--- config.mk ---
export PLATFORM = sky130hd
export DESIGN_NAME = multichannel_servo_pulse_sequencer_core_flat
export DESIGN_NICKNAME = d
export VERILOG_FILES = /design/src/hw/rtl/msps_pkg.sv /design/src/hw/rtl/msps_if.sv /design/src/hw/rtl/msps_width.sv /design/src/hw/rtl/msps_cfg.sv /design/src/hw/rtl/msps_seq.sv /design/src/hw/rtl/multichannel_servo_pulse_sequencer_core.sv /design/src/flat_wrapper.sv
export SDC_FILE = /design/constraint.sdc
export NUM_CORES = 1
export LEC_CHECK = 0
export ABC_AREA = 1
export ABC_CLOCK_PERIOD_IN_PS = 5600
export BUFFER_PORTS_ARGS = -buffer_cell sky130_fd_sc_hd__buf_4
export CORE_MARGIN = 4
export CORE_UTILIZATION = 30
export CTS_BUF_LIST = sky130_fd_sc_hd__clkbuf_4 sky130_fd_sc_hd__clkbuf_8 sky130_fd_sc_hd__clkbuf_16
export CTS_CLUSTER_DIAMETER = 150
export DETAILED_ROUTE_END_ITERATION = 8
export GPL_TIMING_DRIVEN = 0
export PLACE_DENSITY_LB_ADDON = 0.15
export SLEW_MARGIN = 0
export SYNTH_ARGS = -nofsm -noshare
export SYNTH_HDL_FRONTEND = slang
export SYNTH_SLANG_ARGS = --single-unit
--- constraint.sdc ---
create_clock -name i_clk -period 5.6 [get_ports i_clk]
set_input_delay 0 -clock i_clk [delete_from_list [all_inputs] [get_ports i_clk]]
set_output_delay 0 -clock i_clk [all_outputs]
set_load 0.005 [all_outputs]
--- src/hw/rtl/msps_pkg.sv ---
// Shared types and constants for the multichannel servo pulse sequencer.
// No dependencies; every other file of the block imports this package.
package msps_pkg;

    localparam int MAX_CHANNELS = 8;
    localparam int CH_W         = 3;
    localparam int CNT_W        = 4;
    localparam int WIDTH_W      = 8;
    localparam int TICKS_W      = 16;
    localparam int CFG_IDX_W    = 8;
    localparam int CFG_DATA_W   = 16;

    // Pulse width is floor(angle * span / 180). The division by 180 is folded into a
    // scaled span: span * ceil(2^24 / 180). For products up to 180 * 255 the error
    // term stays below one unit of the shifted result, so the quotient is exact.
    localparam int RECIP_SHIFT   = 24;
    localparam int RECIP_W       = 17;
    localparam int SPAN_SCALED_W = 25;
    localparam int PROD_W        = 33;
    localparam logic [RECIP_W-1:0] RECIP_180 = 17'd93207;

    localparam logic [7:0] ANGLE_MAX = 8'd180;

    localparam logic [WIDTH_W-1:0] MIN_PULSE_RESET = 8'd125;
    localparam logic [7:0]         SPAN_RESET      = 8'd125;
    localparam logic [TICKS_W-1:0] SLOT_RESET      = 16'd312;
    localparam logic [CNT_W-1:0]   COUNT_RESET     = 4'd8;
    localparam logic [CNT_W-1:0]   COUNT_MAX       = CNT_W'(MAX_CHANNELS);
    localparam logic [SPAN_SCALED_W-1:0] SPAN_SCALED_RESET =
        SPAN_SCALED_W'(125 * 93207);
    localparam logic [WIDTH_W-1:0] WIDTH_RESET     = WIDTH_W'(SPAN_RESET / 2);

    // Configuration register indexes.
    localparam logic [CFG_IDX_W-1:0] CFG_MIN_PULSE = 8'd0;
    localparam logic [CFG_IDX_W-1:0] CFG_SPAN      = 8'd1;
    localparam logic [CFG_IDX_W-1:0] CFG_SLOT      = 8'd2;
    localparam logic [CFG_IDX_W-1:0] CFG_COUNT     = 8'd3;

    // Item action codes.
    localparam logic ACT_TICK      = 1'b0;
    localparam logic ACT_SET_ANGLE = 1'b1;

    typedef struct packed {
        logic [WIDTH_W-1:0]       min_pulse;
        logic [SPAN_SCALED_W-1:0] span_scaled;
        logic [TICKS_W-1:0]       slot;
        logic [CNT_W-1:0]         eff_count;
    } t_cfg;

    typedef struct packed {
        logic          action;
        logic [CH_W-1:0] channel;
        logic [7:0]    angle;
    } t_item;

    typedef struct packed {
        logic [MAX_CHANNELS-1:0] pin_levels;
        logic [CH_W-1:0]         active_channel;
        logic                    in_high_phase;
    } t_result;

endpackage

--- src/hw/rtl/msps_if.sv ---
// Handshake channels of the servo pulse sequencer: input items, results and
// configuration writes. Depends on msps_pkg for widths.
interface msps_item_if import msps_pkg::*; ();
    logic            valid;
    logic            ready;
    logic            action;
    logic [CH_W-1:0] channel;
    logic [7:0]      angle;

    modport source (output valid, action, channel, angle, input ready);
    modport sink   (input valid, action, channel, angle, output ready);
endinterface

interface msps_result_if import msps_pkg::*; ();
    logic                    valid;
    logic                    ready;
    logic [MAX_CHANNELS-1:0] pin_levels;
    logic [CH_W-1:0]         active_channel;
    logic                    in_high_phase;

    modport source (output valid, pin_levels, active_channel, in_high_phase, input ready);
    modport sink   (input valid, pin_levels, active_channel, in_high_phase, output ready);
endinterface

interface msps_cfg_if import msps_pkg::*; ();
    logic                  valid;
    logic                  ready;
    logic [CFG_IDX_W-1:0]  index;
    logic [CFG_DATA_W-1:0] data;

    modport source (output valid, index, data, input ready);
    modport sink   (input valid, index, data, output ready);
endinterface

--- src/hw/rtl/msps_width.sv ---
// Pulse width from a servo angle: saturates the angle and scales it by the span.
// Depends on msps_pkg.
module msps_width import msps_pkg::*; (
    input  logic [7:0]               i_angle,
    input  logic [SPAN_SCALED_W-1:0] i_span_scaled,
    output logic [WIDTH_W-1:0]       o_width
);
    logic [7:0]        angle_sat;
    logic [PROD_W-1:0] product;

    assign angle_sat = (i_angle > ANGLE_MAX) ? ANGLE_MAX : i_angle;
    assign product   = PROD_W'(angle_sat) * PROD_W'(i_span_scaled);
    assign o_width   = product[RECIP_SHIFT +: WIDTH_W];
endmodule

--- src/hw/rtl/msps_cfg.sv ---
// Configuration registers of the servo pulse sequencer.
// Depends on msps_pkg and the msps_cfg_if channel.
module msps_cfg import msps_pkg::*; (
    input  logic       i_clk,
    input  logic       i_rst_n,
    msps_cfg_if.sink   i_cfg,
    output t_cfg       o_cfg
);
    t_cfg             r_cfg;
    t_cfg             n_cfg;
    logic [CNT_W-1:0] count_raw;

    assign i_cfg.ready = 1'b1;
    assign count_raw   = i_cfg.data[CNT_W-1:0];

    always_comb begin
        n_cfg = r_cfg;
        if (i_cfg.valid) begin
            case (i_cfg.index)
                CFG_MIN_PULSE: n_cfg.min_pulse = i_cfg.data[WIDTH_W-1:0];
                CFG_SPAN: n_cfg.span_scaled =
                    SPAN_SCALED_W'(i_cfg.data[7:0]) * SPAN_SCALED_W'(RECIP_180);
                CFG_SLOT: n_cfg.slot = i_cfg.data[TICKS_W-1:0];
                CFG_COUNT: begin
                    // Zero behaves as one channel, too many as the full set.
                    if (count_raw == '0) begin
                        n_cfg.eff_count = CNT_W'(1);
                    end else if (count_raw > COUNT_MAX) begin
                        n_cfg.eff_count = COUNT_MAX;
                    end else begin
                        n_cfg.eff_count = count_raw;
                    end
                end
                default: ;
            endcase
        end
    end

    always_ff @(posedge i_clk) begin
        if (!i_rst_n) begin
            r_cfg.min_pulse   <= MIN_PULSE_RESET;
            r_cfg.span_scaled <= SPAN_SCALED_RESET;
            r_cfg.slot        <= SLOT_RESET;
            r_cfg.eff_count   <= COUNT_RESET;
        end else begin
            r_cfg <= n_cfg;
        end
    end

    assign o_cfg = r_cfg;
endmodule

--- src/hw/rtl/msps_seq.sv ---
// Sequencer state: width table, active slot, phase and tick countdown. Computes the
// state after one item and commits it on i_step. Depends on msps_pkg, msps_width.
module msps_seq import msps_pkg::*; (
    input  logic    i_clk,
    input  logic    i_rst_n,
    input  t_cfg    i_cfg,
    input  logic    i_step,
    input  t_item   i_item,
    output t_result o_result
);
    logic [WIDTH_W-1:0] r_width [MAX_CHANNELS];
    logic [CH_W-1:0]    r_slot;
    logic               r_high;
    logic [TICKS_W-1:0] r_ticks;

    logic [CH_W-1:0]    n_slot;
    logic               n_high;
    logic [TICKS_W-1:0] n_ticks;

    logic [WIDTH_W-1:0] new_width;
    logic [WIDTH_W-1:0] cur_width;
    logic [TICKS_W-1:0] ticks_dec;
    logic [TICKS_W-1:0] cur_width_ext;
    logic [CNT_W-1:0]   slot_inc;
    logic               write_en;

    msps_width u_width (
        .i_angle       (i_item.angle),
        .i_span_scaled (i_cfg.span_scaled),
        .o_width       (new_width)
    );

    assign cur_width     = r_width[r_slot];
    assign cur_width_ext = TICKS_W'(cur_width);
    assign ticks_dec     = (r_ticks != '0) ? r_ticks - TICKS_W'(1) : '0;
    assign slot_inc      = CNT_W'(r_slot) + CNT_W'(1);
    assign write_en      = i_step && (i_item.action == ACT_SET_ANGLE)
                           && (CNT_W'(i_item.channel) < i_cfg.eff_count);

    always_comb begin
        n_slot  = r_slot;
        n_high  = r_high;
        n_ticks = r_ticks;
        if (i_item.action == ACT_TICK) begin
            n_ticks = ticks_dec;
            if (ticks_dec == '0) begin
                if (!r_high) begin
                    n_high  = 1'b1;
                    n_ticks = cur_width_ext + TICKS_W'(i_cfg.min_pulse);
                end else begin
                    n_high  = 1'b0;
                    n_ticks = (i_cfg.slot > cur_width_ext) ? i_cfg.slot - cur_width_ext
                                                           : '0;
                    // A count lowered below the active slot also wraps here.
                    n_slot  = (slot_inc >= i_cfg.eff_count) ? '0 : slot_inc[CH_W-1:0];
                end
            end
        end
    end

    always_ff @(posedge i_clk) begin
        if (!i_rst_n) begin
            r_slot  <= '0;
            r_high  <= 1'b0;
            r_ticks <= '0;
            for (int i = 0; i < MAX_CHANNELS; i++) begin
                r_width[i] <= WIDTH_RESET;
            end
        end else if (i_step) begin
            r_slot  <= n_slot;
            r_high  <= n_high;
            r_ticks <= n_ticks;
            if (write_en) begin
                r_width[i_item.channel] <= new_width;
            end
        end
    end

    assign o_result.pin_levels     = n_high ? (MAX_CHANNELS'(1) << n_slot) : '0;
    assign o_result.active_channel = n_slot;
    assign o_result.in_high_phase  = n_high;
endmodule

--- src/hw/rtl/multichannel_servo_pulse_sequencer_core.sv ---
// Multichannel servo pulse sequencer: serves up to eight servo outputs in rotating
// time slots, one tick or set-angle item at a time, one result item per input item.
// It takes one item per clock cycle unless the result side stalls, through an input
// register and a result register, with all of the state update (countdown, phase,
// slot and width table write) done combinationally between them. Configuration writes
// are taken at any time, one per cycle; there is no clearing pass after reset.
// Depends on msps_pkg, msps_if, msps_cfg, msps_seq and msps_width.
module multichannel_servo_pulse_sequencer_core import msps_pkg::*; (
    input  logic          i_clk,
    input  logic          i_rst_n,
    msps_item_if.sink     i_item,
    msps_cfg_if.sink      i_cfg,
    msps_result_if.source o_result
);
    logic    r_in_valid;
    t_item   r_in;
    logic    r_out_valid;
    t_result r_out;

    t_cfg    cfg;
    t_result next_result;
    logic    advance;

    assign advance      = r_in_valid && (!r_out_valid || o_result.ready);
    assign i_item.ready = !r_in_valid || advance;

    msps_cfg u_cfg (
        .i_clk   (i_clk),
        .i_rst_n (i_rst_n),
        .i_cfg   (i_cfg),
        .o_cfg   (cfg)
    );

    msps_seq u_seq (
        .i_clk    (i_clk),
        .i_rst_n  (i_rst_n),
        .i_cfg    (cfg),
        .i_step   (advance),
        .i_item   (r_in),
        .o_result (next_result)
    );

    always_ff @(posedge i_clk) begin
        if (!i_rst_n) begin
            r_in_valid  <= 1'b0;
            r_out_valid <= 1'b0;
        end else begin
            if (i_item.ready) begin
                r_in_valid <= i_item.valid;
            end
            if (advance) begin
                r_out_valid <= 1'b1;
            end else if (o_result.ready) begin
                r_out_valid <= 1'b0;
            end
        end
    end

    always_ff @(posedge i_clk) begin
        if (i_item.valid && i_item.ready) begin
            r_in.action  <= i_item.action;
            r_in.channel <= i_item.channel;
            r_in.angle   <= i_item.angle;
        end
        if (advance) begin
            r_out <= next_result;
        end
    end

    assign o_result.valid          = r_out_valid;
    assign o_result.pin_levels     = r_out.pin_levels;
    assign o_result.active_channel = r_out.active_channel;
    assign o_result.in_high_phase  = r_out.in_high_phase;

    // At most one pin is driven, and only during the high phase.
    a_one_pin: assert property (@(posedge i_clk) disable iff (!i_rst_n)
        o_result.valid |-> $onehot0(o_result.pin_levels))
        else $error("more than one servo pin high");

    a_pin_phase: assert property (@(posedge i_clk) disable iff (!i_rst_n)
        o_result.valid |-> (o_result.in_high_phase == (o_result.pin_levels != '0)))
        else $error("pin levels disagree with phase");

    // An item leaving the input register always lands in the result register.
    a_advance_out: assert property (@(posedge i_clk) disable iff (!i_rst_n)
        advance |=> r_out_valid)
        else $error("processed item lost its result");

    // A held input item with a free result slot must move on.
    a_no_stuck: assert property (@(posedge i_clk) disable iff (!i_rst_n)
        (r_in_valid && !r_out_valid) |-> advance)
        else $error("input register stalled with free output");
endmodule

--- src/flat_wrapper.sv ---
// flat-port wrapper written by rule: the top's interface ports become plain ports
module multichannel_servo_pulse_sequencer_core_flat import msps_pkg::*;
  (i_clk, i_rst_n, i_item_valid, i_item_action, i_item_channel, i_item_angle, i_item_ready, i_cfg_valid, i_cfg_index, i_cfg_data, i_cfg_ready, o_result_valid, o_result_pin_levels, o_result_active_channel, o_result_in_high_phase, o_result_ready);
  msps_item_if i_item_i ();
  msps_cfg_if i_cfg_i ();
  msps_result_if o_result_i ();
  input  logic i_clk;
  input  logic i_rst_n;
  input wire logic [$bits(i_item_i.valid)-1:0] i_item_valid;
  input wire logic [$bits(i_item_i.action)-1:0] i_item_action;
  input wire logic [$bits(i_item_i.channel)-1:0] i_item_channel;
  input wire logic [$bits(i_item_i.angle)-1:0] i_item_angle;
  output wire logic [$bits(i_item_i.ready)-1:0] i_item_ready;
  input wire logic [$bits(i_cfg_i.valid)-1:0] i_cfg_valid;
  input wire logic [$bits(i_cfg_i.index)-1:0] i_cfg_index;
  input wire logic [$bits(i_cfg_i.data)-1:0] i_cfg_data;
  output wire logic [$bits(i_cfg_i.ready)-1:0] i_cfg_ready;
  output wire logic [$bits(o_result_i.valid)-1:0] o_result_valid;
  output wire logic [$bits(o_result_i.pin_levels)-1:0] o_result_pin_levels;
  output wire logic [$bits(o_result_i.active_channel)-1:0] o_result_active_channel;
  output wire logic [$bits(o_result_i.in_high_phase)-1:0] o_result_in_high_phase;
  input wire logic [$bits(o_result_i.ready)-1:0] o_result_ready;
  assign i_item_i.valid = i_item_valid;
  assign i_item_i.action = i_item_action;
  assign i_item_i.channel = i_item_channel;
  assign i_item_i.angle = i_item_angle;
  assign i_item_ready = i_item_i.ready;
  assign i_cfg_i.valid = i_cfg_valid;
  assign i_cfg_i.index = i_cfg_index;
  assign i_cfg_i.data = i_cfg_data;
  assign i_cfg_ready = i_cfg_i.ready;
  assign o_result_valid = o_result_i.valid;
  assign o_result_pin_levels = o_result_i.pin_levels;
  assign o_result_active_channel = o_result_i.active_channel;
  assign o_result_in_high_phase = o_result_i.in_high_phase;
  assign o_result_i.ready = o_result_ready;
  multichannel_servo_pulse_sequencer_core u_core (.i_clk(i_clk), .i_rst_n(i_rst_n), .i_item(i_item_i), .i_cfg(i_cfg_i), .o_result(o_result_i));
endmodule
# ---- Yosys cells after proc, flatten, opt, wreduce, memory -nomap -nowiden
# Memory sizes are Yosys's and may differ from the RTL's. A register that Yosys moved wholly into a read port is not among the register bits.
# Index checks and enable logic that the tools add are counted.
dict set report op_classes {
  n_shift 1
  n_reduce_logical 19
  mul 2
  div 0
  eq_ne 3
  bitwise 1
  n_addsub 4
  muxes 26
  order_cmp 5
}
# operator count
set op_table {}
lappend op_table {{$mux W16} 4}
lappend op_table {{$mul A8 B25 Y32} 1}
lappend op_table {{$mul A8 B17 Y25 const B} 1}
lappend op_table {{$mux W3} 7}
lappend op_table {{$eq A8 B2 Y1 const B} 2}
lappend op_table {{$gt A16 B8 Y1} 1}
lappend op_table {{$logic_not A16 Y1} 1}
lappend op_table {{$mux W8} 2}
lappend op_table {{$reduce_bool A16 Y1} 1}
lappend op_table {{$sub A16 B1 Y16 const B} 1}
lappend op_table {{$sub A16 B8 Y16} 1}
lappend op_table {{$mux W1} 11}
lappend op_table {{$reduce_and A2 Y1} 5}
lappend op_table {{$add A8 B8 Y9} 1}
lappend op_table {{$eq A8 B1 Y1 const B} 1}
lappend op_table {{$gt A8 B8 Y1 const B} 1}
lappend op_table {{$logic_not A8 Y1} 1}
lappend op_table {{$mux W4} 2}
lappend op_table {{$reduce_or A8 Y1} 1}
lappend op_table {{$shl A1 B3 Y8 const A} 1}
lappend op_table {{$add A3 B1 Y4 const B} 1}
lappend op_table {{$ge A4 B4 Y1} 1}
lappend op_table {{$gt A4 B4 Y1 const B} 1}
lappend op_table {{$logic_and A1 B1 Y1} 4}
lappend op_table {{6 further kinds} 8}
dict set report word_totals {
  latch_bits 0
  rom_bits 0
  in_bits 41
  regBits 99
  output_inout_bits 15
  n_memories 1
  wordCells 77
  ram_bits 64
}
# name depth width read_ports rd_clocked_by_memory_dff write_ports line_no
set mem_list {}
lappend mem_list {u_core.u_seq.r_width 8 8 1 1 8 msps_seq.sv:11} ;# logic [WIDTH_W-1:0] r_width [MAX_CHANNELS];

# ---- Depth between registers and ports, before layout
# Gate-level depths: netlist of the first run.
dict set report logic_depth {
  depth_word 11
  ltp_mapped 30
  depth_no_buf 28
}

# ---- By module
# A second synthesis of the first run with hierarchy kept.
dict set report hier_totals {
  cells_unflattened 2284
  area_unflattened_um2 17230.3
}
# module instances cells_each seq_area_each_um2 area_per_inst_um2
set modules_own_cells {}
lappend modules_own_cells {msps_seq 1 787 2382.3 5870.6}
lappend modules_own_cells {msps_width 1 797 0.0 5859.4}
lappend modules_own_cells {msps_cfg 1 663 1061.0 4684.5}
lappend modules_own_cells {multichannel_servo_pulse_sequencer_core 1 37 760.7 815.8}

# ---- Worst setup path before layout of the first run
# No wires, ideal clock.
dict set report synth_path {
  path_kind {register to register}
  from {register u_core.r_in[7] in the netlist's numbering}
  to {memory u_core.u_seq.r_width[0][0], data pin}
  path_slack_ps 378
  path_stages_with_launch 26
  n_path_buf 2
  t_arrival_ps 4957
  setup_time_ps 265
  required_time_ps 5335
  synth_period_minus_slack_ps 5222
  cell_sequence {edfxtp_1 > buf_2 > nand2_1 > inv_1 > nand3_1 > nand2_1 > nand2_1 > inv_1 > nor2_1 > clkbuf_1 > nor2_1 > fa_1 > fa_1 > fa_1 > inv_1 > fa_1 > inv_1 > ha_1 > nand2_1 > nor2_1 > nand2_1 > inv_1 > a221oi_1 > nand2_1 > xnor2_2 > nor2_1}
}
# element line_no
set synth_lines {}
lappend synth_lines {{start, declared} multichannel_servo_pulse_sequencer_core.sv:16} ;# t_item r_in;
lappend synth_lines {{end, declared} msps_seq.sv:11}

==> flow_metrics.env, run 1 <==
export IMPL_path_clk_slew_ps=70
export IMPL_min_delay_path_class="input port to flop"
export IMPL_cts_sinks=166
export IMPL_ir_worst_vdd_uv=393.8
export IMPL_die_h_um=245.8
export IMPL_via_count=15032
export IMPL_wire_per_inst_um=17.24
export IMPL_p_per_area_nw_per_um2=360.7
export IMPL_setup_violations=15
export IMPL_cts_inserted_buffers=17
export IMPL_placed_cell_area_um2=18310
export IMPL_drt_iter0_drc=800
export IMPL_ys_seq_elements=166
export IMPL_synth_distinct_cells=53
export IMPL_drv_cap=0
export IMPL_grt_total_usage_pct=18.26
export IMPL_fmax_ghz=0.1777
export IMPL_max_stage_delay_ps=550
export IMPL_timing_hold_violations_final=0
export IMPL_post_route_min_period_ps=5629
export IMPL_avgSynthCellArea_um2=7.771
export IMPL_grt_remaining_overflow=0
export IMPL_leakagePower_nw=9.651
export IMPL_synth_top_area_cell="fa_1"
export IMPL_cts_buffer_depth=2
export IMPL_grt_pass1_vias=15808
export IMPL_violations="negative setup slack"
export IMPL_via_per_inst=4.841
export IMPL_async_reset_ff_share_pct=0
export IMPL_cpMostUsedCell="fa_1"
export IMPL_worstSkewPairLatency_ps=470
export IMPL_die_area_um2=60440
export IMPL_drt_pass1_iter_count=6
export IMPL_row_count=86
export IMPL_slew_headroom_pct=31.35
export IMPL_end_kind="flop"
export IMPL_synthesis_area_um2=16970
export IMPL_worstSetupPathType="flop to flop"
export IMPL_io_pins=56
export IMPL_grt_max_degree=18
export IMPL_cts_max_level=4
export IMPL_crit_arrival_ps=5830
export IMPL_dr_wl_met3_um=2076
export IMPL_period_share_pct=100.5
export IMPL_critPathLaunchType="flop"
export IMPL_synth_area_leaders="fa_1 (19%), edfxtp_1 (16%), ha_1 (11%)"
export IMPL_synth_edff_count=88
export IMPL_ant_nets=0
export IMPL_synthToLayoutAreaGrowth_pct=24.68
export IMPL_fin_skew_ps=12.16
export IMPL_core_um2=55520
export IMPL_cts_tree="yes"
export IMPL_antenna_found_initial=1
export IMPL_cp_slowest_cell="fa_1"
export IMPL_synthFlopType="edfxtp_1"
export IMPL_worst_pin_slew_ps=1019
export IMPL_critical_path_max_fanout=8
export IMPL_route_met2_wl_um=25660
export IMPL_ys_warn_count=0
export IMPL_status="complete, but fails checks"
export IMPL_die_x_um=245.8
export IMPL_cts_root_buf="clkbuf_16"
export IMPL_synth_nets=2532
export IMPL_grt_setup_unrepaired="true"
export IMPL_crit_required_ps=5800
export IMPL_synthCells=2184
export IMPL_place_port_buffers=54
export IMPL_maxSlewViolCount=0
export IMPL_yosysTopAreaCellShare_pct=19.35
export IMPL_drive_gt1_share_pct=17.53
export IMPL_highest_layer="met4"
export IMPL_dpl_hpwl_um=42610
export IMPL_start_util_pct=30.57
export IMPL_final_setup_worst_slack_ps=-28.89
export IMPL_final_util_pct=38.11
export IMPL_synth_seq_area_share_pct=24.77
export IMPL_gp_congestion=0.8874
export IMPL_final_area_um2=21160
export IMPL_drcViolationCount=0
export IMPL_wirelength_um=53520
export IMPL_fin_nets=2691
export IMPL_drt_met1_wl_um=23990
export IMPL_grt_pass1_wl_um=86490
==> per-layer routing <==
metal	track usage, %	vias up
met3	2.977	71
met1	23.64	7348
met4	6.941	0
met2	30.70	295
met5	0	-
li1	-	7318
==> worst paths after layout <==
kind / start / end / slack (ps) / cells after the start
setup / recovery: u_core.r_in[7] / u_core.u_seq.r_width[3][4] / -30 / 28
hold / removal: i_rst_n / u_core.u_cfg.o_cfg[42] / 40 / 5
setup reg to reg: u_core.r_in[7] / u_core.u_seq.r_width[3][4] / -30 / 28
hold reg to reg: u_core.u_cfg.o_cfg[4] / u_core.u_cfg.o_cfg[4] / 480 / 2
==> layout by cell type, fill, tap and decap left out, drive strengths merged, types with 33 or more instances in the layout <==
master / netlist / routed
nor2: 323 / 323
dfxtp: 78 / 78
o21ai: 123 / 123
ha: 143 / 143
clkbuf: 41 / 53
nand3: 119 / 119
edfxtp: 88 / 88
inv: 423 / 425
buf: 9 / 122
dlygate4sd3: 0 / 33
nand2: 363 / 363
fa: 164 / 164
a21oi: 127 / 127
==> what timing repair did <==
action | in CTS | in global routing
setup endpoints to repair | 64 | 64
gates cloned | 4 | 0
pin swaps | 137 | 71
setup buffers | 37 | 13
hold endpoints to repair | 38 | 0
hold buffers | 33 | 0
gates resized for setup | 270 | 93
==> logic make-up after synthesis <==
group / count (synthesis) / share of synthesized area, %
xor+xnor: 31 / 1.644
other cells: 1 / 0.02210
fa+ha+maj: 307 / 29.89
compound gates: 340 / 11.49
simple gates: 861 / 21.47
flops: 166 / 24.77
buf+inv: 478 / 10.71
==> power breakdown <==
group          leakage [nW]  switching [mW]  total, mW  internal (mW)
clock                 0.263           0.558       1.14          0.582
sequential             1.38          0.0276       1.34           1.31
combinational          8.00            3.11       5.15           2.04
==> cells in the mapped netlist (all sizes together) (8+ instances only) <==
library cell / instances
a21oi: 127
a31oi: 12
buf: 9
clkbuf: 41
dfxtp: 78
edfxtp: 88
fa: 164
ha: 143
inv: 423
nand2: 363
nand3: 119
nand4: 19
nor2: 323
nor3: 22
nor4: 8
o211ai: 24
o21ai: 123
o21bai: 10
o32ai: 15
xor2: 24
==> flip-flops by register name (all words and copies together), names as in the netlist, named ones only <==
register and flops:
u_core.u_seq.r_width 64, u_core.u_cfg.o_cfg 53, u_core.u_seq.r_ticks 16, u_core.r_in 12, u_core.o_result.pin_levels 8, u_core.o_result.active_channel 3
u_core.u_seq.r_slot 3, u_core.o_result.in_high_phase 1, u_core.o_result.valid 1, u_core.r_in_valid 1, u_core.u_seq.r_high 1
==> stage by stage <==
stage               instances  setup slack [ps]  hold slack (ps)  total power [mW]  setup TNS, ps
finish                   3105            -28.89            42.41             7.633         -126.3
global route             3104            -258.6            72.63             8.284         -13610
CTS                      3092            -22.75            2.334             7.309         -150.4
detailed placement       2986             -1246            179.5             4.863         -74420
global placement         2986             -1285            180.5             4.861         -75190
floorplan                2184             377.6            98.87             3.826              0
==> layout make-up <==
class / instances / area [um^2]
Antenna cell: 1 / 2.502
Buffer: 49 / 347.8
Clock buffer: 18 / 432.9
Clock inverter: 14 / 122.6
Fill cell: 5789 / 34360
Inverter: 428 / 1622
Multi-Input combinational cell: 1540 / 12230
Sequential cell: 166 / 4204
Tap cell: 748 / 935.9
Timing Repair Buffer: 141 / 1265
==> worst max-delay path, delay by kind of cell (launching register included) <==
kind	cells	cell delay [ps]
adder cells (fa/ha/maj)	5	2300
buffers and inverters	11	1260
AND/OR/NAND/NOR	9	730
AO/OA/AOI/OAI	3	570
flip-flops	1	470
Note: power is estimated with default switching activity, not from simulation.
==> inputs of run 2 (changes only) <==
--- a/config.mk
+++ b/config.mk
@@ -8,6 +8,7 @@
 export ABC_AREA = 1
 export ABC_CLOCK_PERIOD_IN_PS = 5600
 export BUFFER_PORTS_ARGS = -buffer_cell sky130_fd_sc_hd__buf_4
+export CORE_ASPECT_RATIO = 2
 export CORE_MARGIN = 4
 export CORE_UTILIZATION = 30
 export CTS_BUF_LIST = sky130_fd_sc_hd__clkbuf_4 sky130_fd_sc_hd__clkbuf_8 sky130_fd_sc_hd__clkbuf_16
==> run 2 against run 1 <==
Combinational power grew 7.2%. Maximum frequency grew 2.2%. Global-route usage grew 1.3 points. Register-to-register slack gained 120 ps. Largest power group unchanged. Clock-buffer cell count shrank 1. Sequential share of layout area shrank 0.28 points. Clock skew grew 6.4 ps. Setup slack gained 120 ps. Clock power grew 14%. The run now ends clean. Critical path type unchanged. Total power grew 6.9%. Worst hold slack lost 35 ps.
==> flow_metrics.env, run 2 (synthesis gave the netlist of run 1 again) <==
export IMPL_cts_inserted_buffers=17
export IMPL_setup_violations=0
export IMPL_wire_per_inst_um=19.09
export IMPL_cts_tree="yes"
export IMPL_grt_setup_unrepaired="true"
export IMPL_post_place_ws_ps=-1265
export IMPL_end_kind="flop"
export IMPL_fin_nets=2688
export IMPL_fillCellCount=5816
export IMPL_fin_skew_ps=18.59
export IMPL_largest_register_ffs=64
export IMPL_dp_cells=2988
export IMPL_antenna_found_initial=1
export IMPL_power_frac_seq_pct=16.4
export IMPL_crit_required_ps=5810
export IMPL_drt_pass1_iter_count=5
export IMPL_max_stage_delay_ps=520
export IMPL_p_sw_mw=3.983
export IMPL_pwr_share_clk_pct=16.0
export IMPL_finish_cell_count_without_fillers=3103
export IMPL_cpMostUsedCell="fa_1"
export IMPL_cts_root_buf="clkbuf_16"
export IMPL_final_area_um2=21460
export IMPL_wirelength_um=59250
export IMPL_regMostFlops="u_core.u_seq.r_width"
export IMPL_placed_cell_area_um2=18320
export IMPL_cp_slowest_cell="fa_1"
export IMPL_grt_pass1_vias=16306
export IMPL_switching_share_pct=48.80
export IMPL_grt_remaining_overflow=0
export IMPL_ant_nets=0
export IMPL_gp_congestion=0.8984
export IMPL_drv_cap=0
export IMPL_start_util_pct=30.21
export IMPL_worstSetupPathType="flop to flop"
export IMPL_dpl_hpwl_um=48470
export IMPL_ir_worst_vdd_uv=267.0
export IMPL_min_delay_path_class="input port to flop"
export IMPL_via_count=15102
export IMPL_drive_gt1_share_pct=19.25
export IMPL_pwr_share_comb_pct=67.6
export IMPL_p_per_area_nw_per_um2=380.4
export IMPL_p_int_mw=4.179
export IMPL_status="completed"
export IMPL_grt_total_usage_pct=19.60
export IMPL_fmax_ghz=0.1815
export IMPL_synthToLayoutAreaGrowth_pct=26.45
export IMPL_die_h_um=344.4
export IMPL_worst_pin_slew_ps=1206
export IMPL_period_share_pct=98.39
export IMPL_core_um2=56170
export IMPL_post_route_min_period_ps=5510
export IMPL_grt_pass1_wl_um=90860
export IMPL_io_pins=56
export IMPL_critPathLaunchType="flop"
export IMPL_row_count=123
export IMPL_maxSlewViolCount=0
export IMPL_diodes=0
export IMPL_drt_iter0_drc=690
export IMPL_finalSetupTns_ps=0
export IMPL_final_cell_mix="inv_1 (390), nand2_1 (309), nor2_1 (251)"
export IMPL_mostFrequentLayoutCell="inv_1"
export IMPL_crit_arrival_ps=5720
export IMPL_cts_buffer_depth=2
export IMPL_place_port_buffers=54
export IMPL_path_clk_slew_ps=70
export IMPL_whs_ps=6.997
export IMPL_worstSkewPairLatency_ps=460
export IMPL_grt_max_degree=18
export IMPL_slew_headroom_pct=18.75
export IMPL_leakagePower_nw=9.739
export IMPL_final_setup_worst_slack_ps=90.35
export IMPL_die_area_um2=60670
export IMPL_critical_path_max_fanout=9
export IMPL_die_x_um=176.2
export IMPL_cts_sinks=166
export IMPL_via_per_inst=4.867
export IMPL_timing_hold_violations_final=0
export IMPL_drcViolationCount=0
export IMPL_cts_max_level=4
run 2: repair_timing:
action	CTS	global route
pin swaps	34	173
setup buffers	20	30
hold buffers	31	0
endpoints found under the setup margin	64	64
resized for setup	149	266
endpoints found under the hold margin	33	0
gates cloned	1	3
run 2: worst max-delay path: cells and delay by family, from the launching register on:
kind | cells | cell delay, ps
fa+ha+maj | 5 | 2280
buf+inv | 10 | 1100
simple gates | 11 | 930
compound gates | 3 | 490
flops | 1 | 450
run 2: final timing paths:
kind | slack [ps] | depth (start not counted) | to | startpoint
min | 7 | 3 | u_core.u_cfg.o_cfg[8] | i_cfg_data[4]
min reg2reg | 490 | 2 | u_core.u_cfg.o_cfg[9] | u_core.u_cfg.o_cfg[9]
max | 90 | 29 | u_core.u_seq.r_width[2][6] | u_core.r_in[6]
max reg2reg | 90 | 29 | u_core.u_seq.r_width[2][6] | u_core.r_in[6]
run 2: area by class of cell:
type | instances | area (um^2) | share of cell area (%)
buffer | 50 | 374.1 | 1.743
clock buffer | 17 | 425.4 | 1.982
clock inverter | 15 | 203.9 | 0.9503
inverter | 428 | 1620 | 7.550
multi-input combinational | 1540 | 12440 | 57.98
sequential | 166 | 4204 | 19.59
tap | 750 | 938.4 | 4.373
timing repair buffer | 137 | 1252 | 5.836
run 2: per-layer routing:
metal / GRT usage (%) / wire length [um] / vias up
li1: - / - / 7310
met1: 18.12 / 19600 / 7367
met2: 40.75 / 34720 / 295
met3: 1.656 / 1048 / 130
met4: 10.76 / 3884 / 0
met5: 0 / 0 / -
run 2: metrics by stage:
step	power, mW	util (%)
after floorplan	3.826	-
after global placement	4.976	32.61
after detailed placement	4.983	32.61
after CTS	6.946	35.83
after global routing	8.743	38.20
final	8.163	38.20
run 2: power groups by stage:
stage	Sequential [mW]	Combinational, mW	Clock, mW
finish	1.34	5.52	1.30
global route	1.34	6.03	1.38
CTS	1.34	4.28	1.33
detailed placement	1.36	3.62	0
global placement	1.36	3.61	0
floorplan	1.36	2.47	0
==> inputs of run 3 (changes only) <==
--- a/config.mk
+++ b/config.mk
@@ -14,8 +14,6 @@
 export CTS_BUF_LIST = sky130_fd_sc_hd__clkbuf_4 sky130_fd_sc_hd__clkbuf_8 sky130_fd_sc_hd__clkbuf_16
 export CTS_CLUSTER_DIAMETER = 150
 export DETAILED_ROUTE_END_ITERATION = 8
-export GPL_TIMING_DRIVEN = 0
-export PLACE_DENSITY_LB_ADDON = 0.15
 export SLEW_MARGIN = 0
 export SYNTH_ARGS = -nofsm -noshare
 export SYNTH_HDL_FRONTEND = slang
==> run 3 against run 2 <==
Via count increased by 0.81%. Die area unchanged. Worst hold slack improved by 11 ps. Setup slack improved by 100 ps. Cell count decreased by 1.6%. Final area decreased by 5.9%. Non-clock buffer count decreased by 49. Critical path depth decreased by 3. Clock skew decreased by 2.5 ps. Combinational power decreased by 20%. Total power decreased by 14%.
==> flow_metrics.env, run 3 (synthesis gave the netlist of run 1 again) <==
export IMPL_status="completed"
export IMPL_place_port_buffers=54
export IMPL_p_per_area_nw_per_um2=345.9
export IMPL_wire_per_inst_um=18.38
export IMPL_maxSlewViolCount=0
export IMPL_critPathLaunchType="flop"
export IMPL_final_cell_mix="inv_1 (411), nand2_1 (335), nor2_1 (285)"
export IMPL_whs_ps=17.82
export IMPL_min_delay_path_class="input port to flop"
export IMPL_wirelength_um=56130
export IMPL_gp_congestion=0.9618
export IMPL_die_x_um=176.2
export IMPL_start_util_pct=30.21
export IMPL_ir_worst_vdd_uv=213.9
export IMPL_placed_cell_area_um2=18510
export IMPL_ant_nets=0
export IMPL_die_area_um2=60670
export IMPL_path_clk_slew_ps=80
export IMPL_crit_arrival_ps=5710
export IMPL_cts_root_buf="clkbuf_16"
export IMPL_r2r_setup_slack_ps=190
export IMPL_dp_cells=2975
export IMPL_synthToLayoutAreaGrowth_pct=18.94
export IMPL_worstSetupPathType="flop to flop"
export IMPL_grt_max_degree=57
export IMPL_cts_max_level=4
export IMPL_end_kind="flop"
export IMPL_grt_pass1_vias=16161
export IMPL_cts_tree="yes"
export IMPL_dpl_hpwl_um=46050
export IMPL_grt_remaining_overflow=0
export IMPL_slew_headroom_pct=30.88
export IMPL_post_place_ws_ps=-15.27
export IMPL_diodes=0
export IMPL_post_route_min_period_ps=5409
export IMPL_drt_pass1_iter_count=5
export IMPL_timing_hold_violations_final=0
export IMPL_via_per_inst=4.985
export IMPL_leakagePower_nw=9.420
export IMPL_cts_sinks=166
export IMPL_final_util_pct=35.94
export IMPL_finalSetupTns_ps=0
export IMPL_critical_path_max_fanout=8
export IMPL_die_h_um=344.4
export IMPL_final_area_um2=20190
export IMPL_drt_iter0_drc=898
export IMPL_cts_inserted_buffers=17
export IMPL_drv_cap=0
export IMPL_fin_skew_ps=16.12
export IMPL_grt_pass1_wl_um=86020
export IMPL_worst_pin_slew_ps=1034
export IMPL_grt_setup_unrepaired="true"
export IMPL_fin_nets=2639
export IMPL_setup_violations=0
export IMPL_regMostFlops="u_core.u_seq.r_width"
export IMPL_grt_total_usage_pct=18.40
export IMPL_cts_buffer_depth=2
export IMPL_drive_gt1_share_pct=12.37
export IMPL_crit_required_ps=5900
export IMPL_drcViolationCount=0
export IMPL_via_count=15225
export IMPL_finish_cell_count_without_fillers=3054
export IMPL_period_share_pct=96.58
export IMPL_io_pins=56
export IMPL_core_um2=56170
export IMPL_antenna_found_initial=0
export IMPL_final_setup_worst_slack_ps=191.4
export IMPL_largest_register_ffs=64
export IMPL_row_count=123
export IMPL_worstSkewPairLatency_ps=460
export IMPL_fmax_ghz=0.1849
export IMPL_total_power_mw=6.983
export IMPL_mostFrequentLayoutCell="inv_1"
run 3: timing repair:
item	CTS	global route
setup buffers	0	13
hold buffers	30	0
endpoints found under the setup margin	14	64
hold endpoints to repair	36	0
pin swaps	0	48
gates cloned	0	4
resized for setup	3	137
run 3: final cells by class:
type | instances | area (um^2)
Inverter | 428 | 1613
Tap cell | 750 | 938.4
Clock inverter | 15 | 175.2
Clock buffer | 17 | 425.4
Sequential cell | 166 | 4204
Multi-Input combinational cell | 1540 | 11520
Fill cell | 5821 | 35990
Timing Repair Buffer | 138 | 1306
run 3: critical path, stage by stage, from the launching register on:
cell	delay, ps
edfxtp_1	420
inv_2	70
nand2_1	50
nor2_1	90
nand3_1	90
nand2_2	100
clkinv_4	100
nor2_4	180
buf_4	150
buf_12	120
nor2_1	60
fa_1	630
fa_1	480
fa_1	560
inv_1	60
fa_1	530
inv_1	60
ha_4	300
nand2_1	90
nor2_2	130
inv_1	100
o21ai_2	160
a21oi_2	80
o21a_2	260
nand2_1	120
nand2_4	90
a21oi_1	170
run 3: worst paths after layout:
| kind | depth (start not counted) | to | from |
|---|---|---|---|
| setup reg to reg | 26 | u_core.u_seq.r_width[6][7] | u_core.r_in[6] |
| setup / recovery | 26 | u_core.u_seq.r_width[6][7] | u_core.r_in[6] |
| hold / removal | 5 | u_core.u_cfg.o_cfg[46] | i_cfg_index[1] |
| hold reg to reg | 2 | u_core.u_seq.r_ticks[15] | u_core.u_seq.r_ticks[15] |
run 3: layer usage:
| layer | track usage (%) | up-vias | share of wire (%) |
|---|---|---|---|
| met4 | 13.77 | 0 | 8.3 |
| met5 | 0 | - | 0 |
| met2 | 37.87 | 429 | 58 |
| li1 | - | 7206 | - |
| met1 | 15.65 | 7383 | 31 |
| met3 | 1.777 | 207 | 2.7 |
run 3: power breakdown:
group / internal [mW] / switching (mW)
Combinational: 1.68 / 2.76
Clock: 0.605 / 0.604
Sequential: 1.31 / 0.0280
